--- src/rtl/assert_macros.svh ---
// Assertion macros used by the scheduler back end.
// The clock and reset names of the including module are used as they are.
`ifndef ASSERT_MACROS_SVH
`define ASSERT_MACROS_SVH

// Checked on every rising clock edge outside reset.
`define GDJS_ASSERT(label, prop, msg) \
   label: assert property (@(posedge clock) disable iff (reset) (prop)) else $error(msg);

// Checked on every rising clock edge, reset included.
`define GDJS_ASSERT_ALWAYS(label, prop, msg) \
   label: assert property (@(posedge clock) (prop)) else $error(msg);

`endif

--- src/rtl/gdjs_pkg.sv ---
// Types and constants for the greedy deadline job scheduler.
// Used by the front end, the queue, the back end and the top level.
`default_nettype none

package gdjs_pkg;

   localparam int ID_W       = 8;
   localparam int DEADLINE_W = 8;
   localparam int PROFIT_W   = 16;
   localparam int SLOT_W     = 3;
   localparam int TOTAL_W    = 19;

   localparam int QUEUE_DEPTH = 2;
   localparam int QPTR_W      = $clog2(QUEUE_DEPTH);
   localparam int QCNT_W      = $clog2(QUEUE_DEPTH + 1);

   typedef struct packed {
      logic [ID_W-1:0]       job_id;
      logic [DEADLINE_W-1:0] job_deadline;
      logic [PROFIT_W-1:0]   job_profit;
      logic                  last_job;
   } req_type;

   typedef struct packed {
      logic [SLOT_W-1:0]   slot_index;
      logic [ID_W-1:0]     slot_job_id;
      logic [PROFIT_W-1:0] slot_profit;
      logic                slot_filled;
      logic [TOTAL_W-1:0]  total_profit;
      logic                overflow;
      logic                last_result;
   } rsp_type;

   // A classified job on its way from the front end to the back end.
   typedef struct packed {
      logic [ID_W-1:0]       job_id;
      logic [DEADLINE_W-1:0] deadline;
      logic [PROFIT_W-1:0]   profit;
      logic                  last;
      logic                  drop;
   } job_entry_type;

endpackage

`default_nettype wire

--- src/rtl/greedy_deadline_job_scheduler.sv ---
// Greedy deadline job scheduler. Jobs arrive one per transaction on req_ and are
// taken one per cycle, unless req_stall is high, into a two-entry queue; up to
// MAX_JOBS are stored, the rest are dropped and flagged. The job marked last
// starts scheduling: an exchange sort by profit (one store read per compare),
// then placement of each job in the latest free slot from its deadline down,
// then the results go out on rsp_, scanning slots up to the highest filled one.
// Results wait while rsp_stall holds the output register. While a set is
// scheduled the queue still takes up to two jobs of the next set, then req_stall
// stays high until the back end, back in its load state, takes a job from the
// queue.
`default_nettype none

module greedy_deadline_job_scheduler #(
   parameter int MAX_JOBS = 8
) (
   input  logic              clock,
   input  logic              reset,
   input  gdjs_pkg::req_type req_data,
   input  logic              req_valid,
   output logic              req_stall,
   output gdjs_pkg::rsp_type rsp_data,
   output logic              rsp_valid,
   input  logic              rsp_stall
);
   import gdjs_pkg::*;

   job_entry_type push_data;
   logic          push_valid;
   logic          push_full;
   job_entry_type pop_data;
   logic          pop_valid;
   logic          pop_ready;

   gdjs_front #(
      .MAX_JOBS(MAX_JOBS)
   ) u_front (
      .clock      (clock),
      .reset      (reset),
      .req_data   (req_data),
      .req_valid  (req_valid),
      .req_stall  (req_stall),
      .push_data  (push_data),
      .push_valid (push_valid),
      .push_full  (push_full)
   );

   gdjs_queue u_queue (
      .clock      (clock),
      .reset      (reset),
      .push_data  (push_data),
      .push_valid (push_valid),
      .push_full  (push_full),
      .pop_data   (pop_data),
      .pop_valid  (pop_valid),
      .pop_ready  (pop_ready)
   );

   gdjs_back #(
      .MAX_JOBS(MAX_JOBS)
   ) u_back (
      .clock     (clock),
      .reset     (reset),
      .pop_data  (pop_data),
      .pop_valid (pop_valid),
      .pop_ready (pop_ready),
      .rsp_data  (rsp_data),
      .rsp_valid (rsp_valid),
      .rsp_stall (rsp_stall)
   );

endmodule

`default_nettype wire

--- src/rtl/gdjs_front.sv ---
// Front end of the scheduler: accepts job transactions, saturates deadlines
// and marks jobs beyond the store capacity. Depends on gdjs_pkg.
`default_nettype none

module gdjs_front #(
   parameter int MAX_JOBS = 8
) (
   input  logic                    clock,
   input  logic                    reset,
   input  gdjs_pkg::req_type       req_data,
   input  logic                    req_valid,
   output logic                    req_stall,
   output gdjs_pkg::job_entry_type push_data,
   output logic                    push_valid,
   input  logic                    push_full
);
   import gdjs_pkg::*;

   localparam int CNT_W = $clog2(MAX_JOBS + 1);

   logic [CNT_W-1:0] cnt_ff, cnt_in;
   logic             accept;
   logic             drop;

   assign req_stall = push_full;
   assign accept    = req_valid && !push_full;
   assign drop      = (cnt_ff == CNT_W'(MAX_JOBS));

   always_comb begin
      push_valid        = accept;
      push_data.job_id  = req_data.job_id;
      push_data.profit  = req_data.job_profit;
      push_data.last    = req_data.last_job;
      push_data.drop    = drop;
      if (req_data.job_deadline > DEADLINE_W'(MAX_JOBS)) begin
         push_data.deadline = DEADLINE_W'(MAX_JOBS);
      end else begin
         push_data.deadline = req_data.job_deadline;
      end
   end

   // The job count restarts with every set; a last job closes the set.
   always_comb begin
      cnt_in = cnt_ff;
      if (accept) begin
         if (req_data.last_job) begin
            cnt_in = '0;
         end else if (!drop) begin
            cnt_in = cnt_ff + CNT_W'(1);
         end
      end
   end

   always_ff @(posedge clock) begin
      if (reset) begin
         cnt_ff <= '0;
      end else begin
         cnt_ff <= cnt_in;
      end
   end

endmodule

`default_nettype wire

--- src/rtl/gdjs_queue.sv ---
// Short job queue between the scheduler front end and back end.
// Depends on gdjs_pkg for the entry type and depth.
`default_nettype none

module gdjs_queue (
   input  logic                    clock,
   input  logic                    reset,
   input  gdjs_pkg::job_entry_type push_data,
   input  logic                    push_valid,
   output logic                    push_full,
   output gdjs_pkg::job_entry_type pop_data,
   output logic                    pop_valid,
   input  logic                    pop_ready
);
   import gdjs_pkg::*;

   job_entry_type     entries_ff [QUEUE_DEPTH];
   logic [QPTR_W-1:0] wr_ptr_ff, wr_ptr_in;
   logic [QPTR_W-1:0] rd_ptr_ff, rd_ptr_in;
   logic [QCNT_W-1:0] count_ff, count_in;
   logic              do_push;
   logic              do_pop;

   assign push_full = (count_ff == QCNT_W'(QUEUE_DEPTH));
   assign pop_valid = (count_ff != '0);
   assign pop_data  = entries_ff[rd_ptr_ff];
   assign do_push   = push_valid && !push_full;
   assign do_pop    = pop_valid && pop_ready;

   always_comb begin
      wr_ptr_in = wr_ptr_ff;
      rd_ptr_in = rd_ptr_ff;
      count_in  = count_ff;
      if (do_push) begin
         wr_ptr_in = (wr_ptr_ff == QPTR_W'(QUEUE_DEPTH - 1)) ? '0 : wr_ptr_ff + QPTR_W'(1);
      end
      if (do_pop) begin
         rd_ptr_in = (rd_ptr_ff == QPTR_W'(QUEUE_DEPTH - 1)) ? '0 : rd_ptr_ff + QPTR_W'(1);
      end
      if (do_push && !do_pop) begin
         count_in = count_ff + QCNT_W'(1);
      end else if (do_pop && !do_push) begin
         count_in = count_ff - QCNT_W'(1);
      end
   end

   always_ff @(posedge clock) begin
      if (reset) begin
         wr_ptr_ff <= '0;
         rd_ptr_ff <= '0;
         count_ff  <= '0;
      end else begin
         wr_ptr_ff <= wr_ptr_in;
         rd_ptr_ff <= rd_ptr_in;
         count_ff  <= count_in;
      end
   end

   always_ff @(posedge clock) begin
      if (do_push) begin
         entries_ff[wr_ptr_ff] <= push_data;
      end
   end

endmodule

`default_nettype wire

--- src/rtl/gdjs_back.sv ---
// Back end of the scheduler: job store, exchange sort, slot placement and
// result sequencing with an output register. Depends on gdjs_pkg.
`default_nettype none

module gdjs_back #(
   parameter int MAX_JOBS = 8
) (
   input  logic                    clock,
   input  logic                    reset,
   input  gdjs_pkg::job_entry_type pop_data,
   input  logic                    pop_valid,
   output logic                    pop_ready,
   output gdjs_pkg::rsp_type       rsp_data,
   output logic                    rsp_valid,
   input  logic                    rsp_stall
);
   import gdjs_pkg::*;

   `include "assert_macros.svh"

   localparam int IDX_W = (MAX_JOBS > 1) ? $clog2(MAX_JOBS) : 1;
   localparam int CNT_W = $clog2(MAX_JOBS + 1);
   localparam int ST_W  = 4;

   localparam logic [ST_W-1:0] S_LOAD      = 4'd0;
   localparam logic [ST_W-1:0] S_SORT_ROW  = 4'd1;
   localparam logic [ST_W-1:0] S_SORT_CUR  = 4'd2;
   localparam logic [ST_W-1:0] S_SORT_CMP  = 4'd3;
   localparam logic [ST_W-1:0] S_SORT_WB   = 4'd4;
   localparam logic [ST_W-1:0] S_PLACE_RD  = 4'd5;
   localparam logic [ST_W-1:0] S_PLACE_GET = 4'd6;
   localparam logic [ST_W-1:0] S_PLACE_SRC = 4'd7;
   localparam logic [ST_W-1:0] S_EMIT_INIT = 4'd8;
   localparam logic [ST_W-1:0] S_EMIT_RD   = 4'd9;
   localparam logic [ST_W-1:0] S_EMIT_OUT  = 4'd10;
   localparam logic [ST_W-1:0] S_EMIT_NONE = 4'd11;

   // Job store: one write and one registered read per cycle.
   logic [ID_W-1:0]     jid_mem [MAX_JOBS];
   logic [CNT_W-1:0]    jdl_mem [MAX_JOBS];
   logic [PROFIT_W-1:0] jpf_mem [MAX_JOBS];
   logic                job_we;
   logic [IDX_W-1:0]    job_waddr;
   logic [IDX_W-1:0]    job_raddr;
   logic [ID_W-1:0]     job_wid;
   logic [CNT_W-1:0]    job_wdl;
   logic [PROFIT_W-1:0] job_wpf;
   logic [ID_W-1:0]     rd_id_ff;
   logic [CNT_W-1:0]    rd_dl_ff;
   logic [PROFIT_W-1:0] rd_pf_ff;

   // Slot store: holds the job placed in each slot.
   logic [ID_W-1:0]     sid_mem [MAX_JOBS];
   logic [PROFIT_W-1:0] spf_mem [MAX_JOBS];
   logic                slot_we;
   logic [IDX_W-1:0]    slot_waddr;
   logic [ID_W-1:0]     srd_id_ff;
   logic [PROFIT_W-1:0] srd_pf_ff;

   logic [ST_W-1:0]     state_ff, state_in;
   logic [CNT_W-1:0]    cnt_ff, cnt_in;
   logic [CNT_W-1:0]    n_ff, n_in;
   logic                ovf_ff, ovf_in;
   logic [CNT_W-1:0]    i_ff, i_in;
   logic [CNT_W-1:0]    j_ff, j_in;
   logic [CNT_W-1:0]    s_ff, s_in;
   logic [MAX_JOBS-1:0] taken_ff, taken_in;
   logic                any_ff, any_in;
   logic [IDX_W-1:0]    max_ff, max_in;
   logic [IDX_W-1:0]    ej_ff, ej_in;
   logic [TOTAL_W-1:0]  run_ff, run_in;
   logic                rsp_valid_ff, rsp_valid_in;
   rsp_type             rsp_ff, rsp_in;
   logic [ID_W-1:0]     cur_id_ff, cur_id_in;
   logic [CNT_W-1:0]    cur_dl_ff, cur_dl_in;
   logic [PROFIT_W-1:0] cur_pf_ff, cur_pf_in;
   logic [ID_W-1:0]     pid_ff, pid_in;
   logic [PROFIT_W-1:0] ppf_ff, ppf_in;

   logic                out_free;
   logic                out_load;
   logic [IDX_W-1:0]    sidx;
   logic [CNT_W:0]      i_next;
   logic [CNT_W:0]      j_next;

   assign out_free  = !rsp_valid_ff || !rsp_stall;
   assign pop_ready = (state_ff == S_LOAD);
   assign rsp_data  = rsp_ff;
   assign rsp_valid = rsp_valid_ff;
   assign sidx      = IDX_W'(s_ff - CNT_W'(1));
   assign i_next    = (CNT_W + 1)'(i_ff) + (CNT_W + 1)'(1);
   assign j_next    = (CNT_W + 1)'(j_ff) + (CNT_W + 1)'(1);

   always_comb begin
      state_in  = state_ff;
      cnt_in    = cnt_ff;
      n_in      = n_ff;
      ovf_in    = ovf_ff;
      i_in      = i_ff;
      j_in      = j_ff;
      s_in      = s_ff;
      taken_in  = taken_ff;
      any_in    = any_ff;
      max_in    = max_ff;
      ej_in     = ej_ff;
      run_in    = run_ff;
      cur_id_in = cur_id_ff;
      cur_dl_in = cur_dl_ff;
      cur_pf_in = cur_pf_ff;
      pid_in    = pid_ff;
      ppf_in    = ppf_ff;
      rsp_in    = rsp_ff;
      out_load  = 1'b0;

      job_we     = 1'b0;
      job_waddr  = i_ff[IDX_W-1:0];
      job_raddr  = i_ff[IDX_W-1:0];
      job_wid    = cur_id_ff;
      job_wdl    = cur_dl_ff;
      job_wpf    = cur_pf_ff;
      slot_we    = 1'b0;
      slot_waddr = sidx;

      unique case (state_ff)
         S_LOAD: begin
            job_waddr = cnt_ff[IDX_W-1:0];
            job_wid   = pop_data.job_id;
            job_wdl   = CNT_W'(pop_data.deadline);
            job_wpf   = pop_data.profit;
            if (pop_valid) begin
               if (pop_data.drop) begin
                  ovf_in = 1'b1;
               end else begin
                  job_we = 1'b1;
                  cnt_in = cnt_ff + CNT_W'(1);
               end
               if (pop_data.last) begin
                  n_in     = pop_data.drop ? cnt_ff : cnt_ff + CNT_W'(1);
                  i_in     = '0;
                  state_in = S_SORT_ROW;
               end
            end
         end
         S_SORT_ROW: begin
            if (i_next >= (CNT_W + 1)'(n_ff)) begin
               i_in     = '0;
               state_in = S_PLACE_RD;
            end else begin
               j_in     = CNT_W'(i_next);
               state_in = S_SORT_CUR;
            end
         end
         S_SORT_CUR: begin
            // Entry i is loaded into the current register, which then holds the highest profit seen in the row.
            cur_id_in = rd_id_ff;
            cur_dl_in = rd_dl_ff;
            cur_pf_in = rd_pf_ff;
            job_raddr = j_ff[IDX_W-1:0];
            state_in  = S_SORT_CMP;
         end
         S_SORT_CMP: begin
            job_waddr = j_ff[IDX_W-1:0];
            if (cur_pf_ff < rd_pf_ff) begin
               job_we    = 1'b1;
               cur_id_in = rd_id_ff;
               cur_dl_in = rd_dl_ff;
               cur_pf_in = rd_pf_ff;
            end
            if (j_next < (CNT_W + 1)'(n_ff)) begin
               j_in      = CNT_W'(j_next);
               job_raddr = CNT_W'(j_next) < CNT_W'(MAX_JOBS) ? IDX_W'(j_next) : '0;
            end else begin
               state_in = S_SORT_WB;
            end
         end
         S_SORT_WB: begin
            job_we   = 1'b1;
            i_in     = CNT_W'(i_next);
            state_in = S_SORT_ROW;
         end
         S_PLACE_RD: begin
            if (i_ff >= n_ff) begin
               state_in = S_EMIT_INIT;
            end else begin
               state_in = S_PLACE_GET;
            end
         end
         S_PLACE_GET: begin
            pid_in = rd_id_ff;
            ppf_in = rd_pf_ff;
            if (rd_dl_ff == '0) begin
               i_in     = CNT_W'(i_next);
               state_in = S_PLACE_RD;
            end else begin
               s_in     = rd_dl_ff;
               state_in = S_PLACE_SRC;
            end
         end
         S_PLACE_SRC: begin
            // Walk down from the deadline to the latest free slot.
            if (!taken_ff[sidx]) begin
               taken_in[sidx] = 1'b1;
               slot_we        = 1'b1;
               any_in         = 1'b1;
               if (!any_ff || (sidx > max_ff)) begin
                  max_in = sidx;
               end
               i_in     = CNT_W'(i_next);
               state_in = S_PLACE_RD;
            end else if (s_ff == CNT_W'(1)) begin
               i_in     = CNT_W'(i_next);
               state_in = S_PLACE_RD;
            end else begin
               s_in = s_ff - CNT_W'(1);
            end
         end
         S_EMIT_INIT: begin
            ej_in  = '0;
            run_in = '0;
            if (any_ff) begin
               state_in = S_EMIT_RD;
            end else begin
               state_in = S_EMIT_NONE;
            end
         end
         S_EMIT_RD: begin
            state_in = S_EMIT_OUT;
         end
         S_EMIT_OUT: begin
            if (taken_ff[ej_ff]) begin
               if (out_free) begin
                  out_load           = 1'b1;
                  run_in             = run_ff + TOTAL_W'(srd_pf_ff);
                  rsp_in.slot_index  = SLOT_W'(ej_ff);
                  rsp_in.slot_job_id = srd_id_ff;
                  rsp_in.slot_profit = srd_pf_ff;
                  rsp_in.slot_filled = 1'b1;
                  rsp_in.total_profit = run_ff + TOTAL_W'(srd_pf_ff);
                  rsp_in.overflow    = ovf_ff;
                  rsp_in.last_result = (ej_ff == max_ff);
                  if (ej_ff == max_ff) begin
                     cnt_in   = '0;
                     ovf_in   = 1'b0;
                     taken_in = '0;
                     any_in   = 1'b0;
                     state_in = S_LOAD;
                  end else begin
                     ej_in    = ej_ff + IDX_W'(1);
                     state_in = S_EMIT_RD;
                  end
               end
            end else begin
               ej_in    = ej_ff + IDX_W'(1);
               state_in = S_EMIT_RD;
            end
         end
         S_EMIT_NONE: begin
            if (out_free) begin
               out_load            = 1'b1;
               rsp_in.slot_index   = '0;
               rsp_in.slot_job_id  = '0;
               rsp_in.slot_profit  = '0;
               rsp_in.slot_filled  = 1'b0;
               rsp_in.total_profit = '0;
               rsp_in.overflow     = ovf_ff;
               rsp_in.last_result  = 1'b1;
               cnt_in   = '0;
               ovf_in   = 1'b0;
               taken_in = '0;
               any_in   = 1'b0;
               state_in = S_LOAD;
            end
         end
         default: begin
            state_in = S_LOAD;
         end
      endcase

      if (out_load) begin
         rsp_valid_in = 1'b1;
      end else if (rsp_valid_ff && !rsp_stall) begin
         rsp_valid_in = 1'b0;
      end else begin
         rsp_valid_in = rsp_valid_ff;
      end
   end

   always_ff @(posedge clock) begin
      if (reset) begin
         state_ff     <= S_LOAD;
         cnt_ff       <= '0;
         n_ff         <= '0;
         ovf_ff       <= 1'b0;
         i_ff         <= '0;
         j_ff         <= '0;
         s_ff         <= '0;
         taken_ff     <= '0;
         any_ff       <= 1'b0;
         max_ff       <= '0;
         ej_ff        <= '0;
         run_ff       <= '0;
         rsp_valid_ff <= 1'b0;
      end else begin
         state_ff     <= state_in;
         cnt_ff       <= cnt_in;
         n_ff         <= n_in;
         ovf_ff       <= ovf_in;
         i_ff         <= i_in;
         j_ff         <= j_in;
         s_ff         <= s_in;
         taken_ff     <= taken_in;
         any_ff       <= any_in;
         max_ff       <= max_in;
         ej_ff        <= ej_in;
         run_ff       <= run_in;
         rsp_valid_ff <= rsp_valid_in;
      end
   end

   always_ff @(posedge clock) begin
      rsp_ff    <= rsp_in;
      cur_id_ff <= cur_id_in;
      cur_dl_ff <= cur_dl_in;
      cur_pf_ff <= cur_pf_in;
      pid_ff    <= pid_in;
      ppf_ff    <= ppf_in;
   end

   always_ff @(posedge clock) begin
      if (job_we) begin
         jid_mem[job_waddr] <= job_wid;
         jdl_mem[job_waddr] <= job_wdl;
         jpf_mem[job_waddr] <= job_wpf;
      end
      rd_id_ff <= jid_mem[job_raddr];
      rd_dl_ff <= jdl_mem[job_raddr];
      rd_pf_ff <= jpf_mem[job_raddr];
   end

   always_ff @(posedge clock) begin
      if (slot_we) begin
         sid_mem[slot_waddr] <= pid_ff;
         spf_mem[slot_waddr] <= ppf_ff;
      end
      srd_id_ff <= sid_mem[ej_ff];
      srd_pf_ff <= spf_mem[ej_ff];
   end

   `GDJS_ASSERT(a_last_clears, out_load && rsp_in.last_result |=> state_ff == S_LOAD && taken_ff == '0, "set state not cleared after final result")
   `GDJS_ASSERT(a_search_nonzero, state_ff == S_PLACE_SRC |-> s_ff != '0, "slot search below slot zero")
   `GDJS_ASSERT(a_slots_bounded, $countones(taken_ff) <= n_ff, "more slots filled than jobs stored")

endmodule

`default_nettype wire
--- config.mk ---
export PLATFORM = sky130hd
export DESIGN_NAME = greedy_deadline_job_scheduler
export DESIGN_NICKNAME = d
export VERILOG_FILES = /design/src/rtl/gdjs_pkg.sv /design/src/rtl/greedy_deadline_job_scheduler.sv /design/src/rtl/gdjs_front.sv /design/src/rtl/gdjs_queue.sv /design/src/rtl/gdjs_back.sv
export VERILOG_INCLUDE_DIRS = /design/src /design/src/rtl
export SDC_FILE = /design/constraint.sdc
export NUM_CORES = 1
export LEC_CHECK = 0
export BUFFER_PORTS_ARGS = -buffer_cell sky130_fd_sc_hd__buf_4
export CAP_MARGIN = 20
export CORE_MARGIN = 5
export CORE_UTILIZATION = 55
export DETAILED_ROUTE_END_ITERATION = 10
export GPL_ROUTABILITY_DRIVEN = 0
export PLACE_DENSITY_LB_ADDON = 0.3
export SLEW_MARGIN = 10
export SYNTH_ARGS = -nofsm -noshare
export SYNTH_HDL_FRONTEND = slang
export SYNTH_SLANG_ARGS = --single-unit
--- constraint.sdc ---
create_clock -name clock -period 14 [get_ports clock]
set_input_delay 2.8 -clock clock [delete_from_list [all_inputs] [get_ports clock]]
set_output_delay 2.8 -clock clock [all_outputs]
set_load 0.01 [all_outputs]
Word level (Yosys, flattened, before mapping). Memories as Yosys holds them, arrays and structs flattened. A register that Yosys moved wholly into a read port is not among the register bits. Index checks and enable logic that the tools add are counted.

Bits in writable memories: 484. Output and inout bits: 51. Memories: 6. Bits in registers: 169.

Memory list: u_back.jpf_mem (words 8, bits a word 16, rd ports 1, clocked after memory_dff 1, write ports 1, RTL line gdjs_back.sv:41) `logic [PROFIT_W-1:0] jpf_mem [MAX_JOBS];`; u_back.spf_mem (words 8, bits a word 16, rd ports 1, clocked after memory_dff 1, write ports 1, RTL line gdjs_back.sv:54) `logic [PROFIT_W-1:0] spf_mem [MAX_JOBS];`; u_queue.entries_ff (words 2, bits a word 34, rd ports 1, clocked after memory_dff 1, write ports 1, RTL line gdjs_queue.sv:17) `job_entry_type entries_ff [QUEUE_DEPTH];`; u_back.jid_mem (words 8, bits a word 8, rd ports 1, clocked after memory_dff 1, write ports 1, RTL line gdjs_back.sv:39) `logic [ID_W-1:0] jid_mem [MAX_JOBS];`; u_back.sid_mem (words 8, bits a word 8, rd ports 1, clocked after memory_dff 1, write ports 1, RTL line gdjs_back.sv:53) `logic [ID_W-1:0] sid_mem [MAX_JOBS];`; u_back.jdl_mem (words 8, bits a word 4, rd ports 1, clocked after memory_dff 1, write ports 1, RTL line gdjs_back.sv:40) `logic [CNT_W-1:0] jdl_mem [MAX_JOBS];`.

Mux-type cells: 105. Equal/unequal tests: 36. Bitwise operators: 2. Order comparisons: 10. $add $sub $neg: 11. Reduce and logical (&&, ||, !) cells: 42.

Operators by type and width (number): two-way mux 49 bit (3); two-way mux 4 bit (30); one-hot mux 49 bit (2 select lines) (1); two-way mux 8 bit (8); one-hot mux 4 bit (12 select lines) (1); two-way mux 19 bit (2); one-hot mux 19 bit (2 select lines) (1); two-way mux 16 bit (2); one-hot mux 16 bit (2 select lines) (1); two-way mux 1 bit (29); one-hot mux 4 bit (2 select lines) (3); one-hot mux 8 bit (3 select lines) (1); AND reduction 6 bit (4); == test 4 bit (second input constant) (5); inequality test 2 x 1 -> 1 bit (second input constant) (10); one-hot mux 4 bit (5 select lines) (1); adder 19 x 16 -> 19 bit (1); two-way mux 3 bit (6); one-hot mux 3 bit (2 select lines) (3); == test 4 x 3 -> 1 bit (second input constant) (4); < comparator 16 bit (1); inequality test 2 bit (second input constant) (8); one-hot mux 8 bit (2 select lines) (1); nonzero test 2 bit (8); 39 further kinds (72).

Logic depth before layout (Yosys ltp).
Depth after elaboration: 8. Gate-level depth with buffers: 13.

By module. A second synthesis with hierarchy kept.

Cell total of the unflattened synthesis: 1802. Area total of the unflattened synthesis: 28373.5 µm².

By module, submodules not included: gdjs_back (cells an instance 1605, instances 1, area an instance 25194.2 µm², seq. area each 17767.0 µm²); gdjs_queue (cells an instance 131, instances 1, area an instance 2665.1 µm², seq. area each 2142.1 µm²); gdjs_front (cells an instance 66, instances 1, area an instance 514.2 µm², seq. area each 80.1 µm²).

Least setup slack after synthesis. No wires, ideal clock.

Kind: input to register. Start: input port rsp_stall. End: register u_back.rsp_ff, in the netlist u_back.rsp_data[0], enable pin. Arrival: 5216 ps. Path buffers: 0. Cell stages on the path: 1. Setup slack: 8313 ps. Path through: a21oi_1.

Longest elaborated chain between the ends: 4.

RTL lines: start: declaration (RTL line greedy_deadline_job_scheduler.sv:23) `input logic rsp_stall`; logical NOT 1 bit * (RTL line gdjs_back.sv:86) `assign out_free = !rsp_valid_ff || !rsp_stall;`; logical OR 1 bit * (RTL line gdjs_back.sv:86); inequality test 2 x 1 -> 1 bit (no line); AND reduction 4 bit (no line) *; end signal: assignment (RTL line gdjs_back.sv:321) `rsp_ff <= rsp_in;`; end: declaration (RTL line gdjs_back.sv:73) `rsp_type rsp_ff, rsp_in;`.

Mark *: on every way between the ends. The rest lies on a longest branch, timed or not. A chain may end at the register's enable or synchronous reset.

Worst setup path after layout.
Start: register u_back.j_ff[0]. End: register u_back.rd_pf_ff[12] (read register of u_back.jpf_mem).

Longest elaborated chain between the ends: 5.

RTL lines: start: declaration (RTL line gdjs_back.sv:65) `logic [CNT_W-1:0] j_ff, j_in;`; start signal: assignment (RTL line gdjs_back.sv:309) `j_ff <= j_in;`; adder 4 x 1 -> 5 bit (RTL line gdjs_back.sv:92) `assign j_next = (CNT_W + 1)'(j_ff) + (CNT_W + 1)'(1);`; < comparator 4 bit (RTL line gdjs_back.sv:171) `job_raddr = CNT_W'(j_next) < CNT_W'(MAX_JOBS) ? IDX_W'(j_next) : '0;`; two-way mux 3 bit (RTL line gdjs_back.sv:171); two-way mux 3 bit (RTL line gdjs_back.sv:169) `if (j_next < (CNT_W + 1)'(n_ff)) begin`; one-hot mux 3 bit (2 select lines) * (RTL line gdjs_back.sv:124) `unique case (state_ff)`; end: declaration (RTL line gdjs_back.sv:50) `logic [PROFIT_W-1:0] rd_pf_ff;`.

Marks and branches as above.

==> metrics.cfg <==
[run_status]
status = finished, final reports clean

[setup_path]
cp-start-kind = flip-flop
critPathRequiredTime_ns = 14.47
endpoint_kind = flip-flop
rrSetupSlack_ns = 9.34
cp.arrival_ns = 5.13
crit_fanout = 60
critPathKind = flip-flop to flip-flop

[yosys]
synth-edff-count = 577
async_flop_share = 0
synth_flop_cell = edfxtp_1
seq_area_frac_synth = 0.704
postSynthAreaPerCell_um2 = 16.0
synthCells = 1756
synth_nets = 1848
synth.distinct_cells = 69
yosys_warnings = 0
synth-seq-cells = 698
syn_area_um2 = 28100

[floorplanning]
die_x_um = 236
core_area_um2 = 50300
initial_utilization = 0.558
fp-row-count = 82
fp.dieH_um = 236
ios = 88
die-area_um2 = 55600

[place]
hpwl_um = 31400
port_buffers = 87
postPlaceCellArea_um2 = 29500

[clock_network]
cts_tree = done
numCtsBuffers = 70
cts_resized = 0
clk_pin_slew_worst_paths_ns = 0.06
cts-root-buf = clkbuf_16
cts_setup_buffers = 0
hold_buffers = 0
cts-htree-levels = 3
clock-sinks = 698
clock_latency_ns = 0.59
cts_buffer_depth = 3

[sta]
setup_violations = 0
final_max_slew_viol_count = 0
fin_skew_ns = 0.0257
setup_tns_ns = 0
post-route-period-util = 0.333
final.min_clock_period_ns = 4.66
hold_violations = 0
worst_slew_pin_slew_ns = 1.09
fmax_ghz = 0.215
rsz0062_at_grt = no
slew_headroom = 0.271

[grt]
grt_overflow_total = 0
grtUsageTotal = 0.189
grt_max_degree = 66
first_global_vias = 14900
grt_pass1_wl_um = 83600
antenna_found_initial = 0

[routing]
ant_nets = 0
drt-wirelength-per-cell_um = 20.7
via_count = 14700
drc = 0
via_per_inst = 5.68
wl_um = 53700
first_iter_violations = 1231
drt_first_pass_iters = 7

[cells_and_area]
layout.nets = 1958
fin_area_um2 = 31800
area_delta_synth_final_pct = 13.3
final.fill_count = 3542
drive_gt1_frac = 0.177
antenna_cells = 0

[power_and_ir_drop]
peakVddDrop_mv = 0.0985
powerDensity_nw_per_um2 = 173
power.leakage_nw = 11.9

[job]
drv_cap = 0

[hold_path]
hold_class = flip-flop to flip-flop

per-layer routing:
layer	share of wire	GRT usage
met1	0.42	0.253
met2	0.51	0.324
met3	0.051	0.0304
met4	0.019	0.0538
met5	0	0
sequential cells by signal, indices dropped and copies added (netlist names), 16 cells and up, named ones only:
| name | flops |
|---|---|
| u_back.jid_mem | 64 |
| u_back.jpf_mem | 128 |
| u_back.spf_mem | 128 |
| u_back.jdl_mem | 32 |
| u_back.rsp_data | 49 |
| u_back.rd_pf_ff | 16 |
| u_back.sid_mem | 64 |
| u_back.cur_pf_ff | 16 |
| u_back.ppf_ff | 16 |
| u_back.run_ff | 19 |
| u_queue.entries_ff | 60 |
| u_back.srd_pf_ff | 16 |
placed cells by master, fill, tap and decap left out, drive strengths merged, types with 20 or more instances in the layout:
cell type  count
clkbuf        96
buf          111
dfxtp        121
nor2         106
mux2          54
nand3         30
edfxtp       577
mux4          52
a21oi         40
o21ai         55
nor3          20
inv           48
clkinv        26
o21a          23
nand2         78
ha            54
nor2b         37
mux2i        209
stage by stage:
| stage | hold WS (ns) | total power (W) | setup WS, ns | std cells | util |
|---|---|---|---|---|---|
| 3_5_place_dp | 0.418 | 0.00369 | 9.09 | 2464 | 0.586 |
| 4_1_cts | 0.432 | 0.00553 | 9.38 | 2592 | 0.632 |
| 2_1_floorplan | 0.404 | 0.00339 | 8.31 | 1756 | - |
| 5_1_grt | 0.441 | 0.00573 | 9.14 | 2594 | 0.632 |
| 6_report | 0.430 | 0.00549 | 9.34 | 2594 | 0.632 |
| 3_3_place_gp | 0.413 | 0.00364 | 9.14 | 2464 | 0.586 |
synth_stat cells, types with 30 or more instances:
cell	instances	area, µm²
nand3_1	30	150
clkbuf_1	41	154
dfxtp_1	121	2420
mux4_2	52	1170
mux2i_1	209	2090
mux2_2	53	597
a21oi_1	40	200
inv_1	47	176
nor2_1	106	398
ha_1	54	676
nor2b_1	37	231
o21ai_0	54	270
nand2_1	77	289
edfxtp_1	577	17300
worst max-delay path: stages, from the launching register on:
cell	delay, ns
dfxtp_1	0.50
nand3_1	0.18
xnor2_1	0.23
ha_1	0.24
or3_1	0.36
o22ai_2	0.26
a31oi_1	0.18
a21oi_4	0.14
buf_4	0.69
buf_4	0.93
mux2i_1	0.30
mux2i_1	0.11
mux2_2	0.30
cell families after synthesis:
group / after synthesis / synth area share
AO/OA/AOI/OAI: 198 / 0.0458
flip-flops: 698 / 0.704
AND/OR/NAND/NOR: 337 / 0.0575
adder cells (fa/ha/maj): 55 / 0.0248
XOR/XNOR: 32 / 0.00999
multiplexers: 315 / 0.138
buffers and inverters: 121 / 0.0202
cell type report:
cell class	instances	area, µm²	area share
sequential	698	19800	0.621
clock buffer	96	2010	0.0634
tap	672	841	0.0264
clock inverter	32	272	0.00854
inverter	47	176	0.00555
timing repair buffer	112	866	0.0272
multi-input combinational	937	7870	0.247
path summary, 6_finish.rpt:
check	startpoint	end	depth (start not counted)
worst min register to register	u_back.rd_id_ff[4]$_DFF_P_	u_back.pid_ff[4]$_DFFE_PP_	0
worst max-delay path	u_back.j_ff[0]$_SDFFE_PP0P_	u_back.rd_pf_ff[12]$_DFF_P_	12
worst min-delay path	u_back.rd_id_ff[4]$_DFF_P_	u_back.pid_ff[4]$_DFFE_PP_	0
worst max register to register	u_back.j_ff[0]$_SDFFE_PP0P_	u_back.rd_pf_ff[12]$_DFF_P_	12
report_power, final:
group	total [W]	leakage, nW	internal, W	switching (W)
Combinational	0.000904	4.61	0.000321	0.000583
Sequential	0.00275	6.22	0.00263	0.000123
Clock	0.00183	1.12	0.00108	0.000746
Total	0.00549	11.9	0.00403	0.00145
No activity file was read; power rests on OpenSTA's default activity.
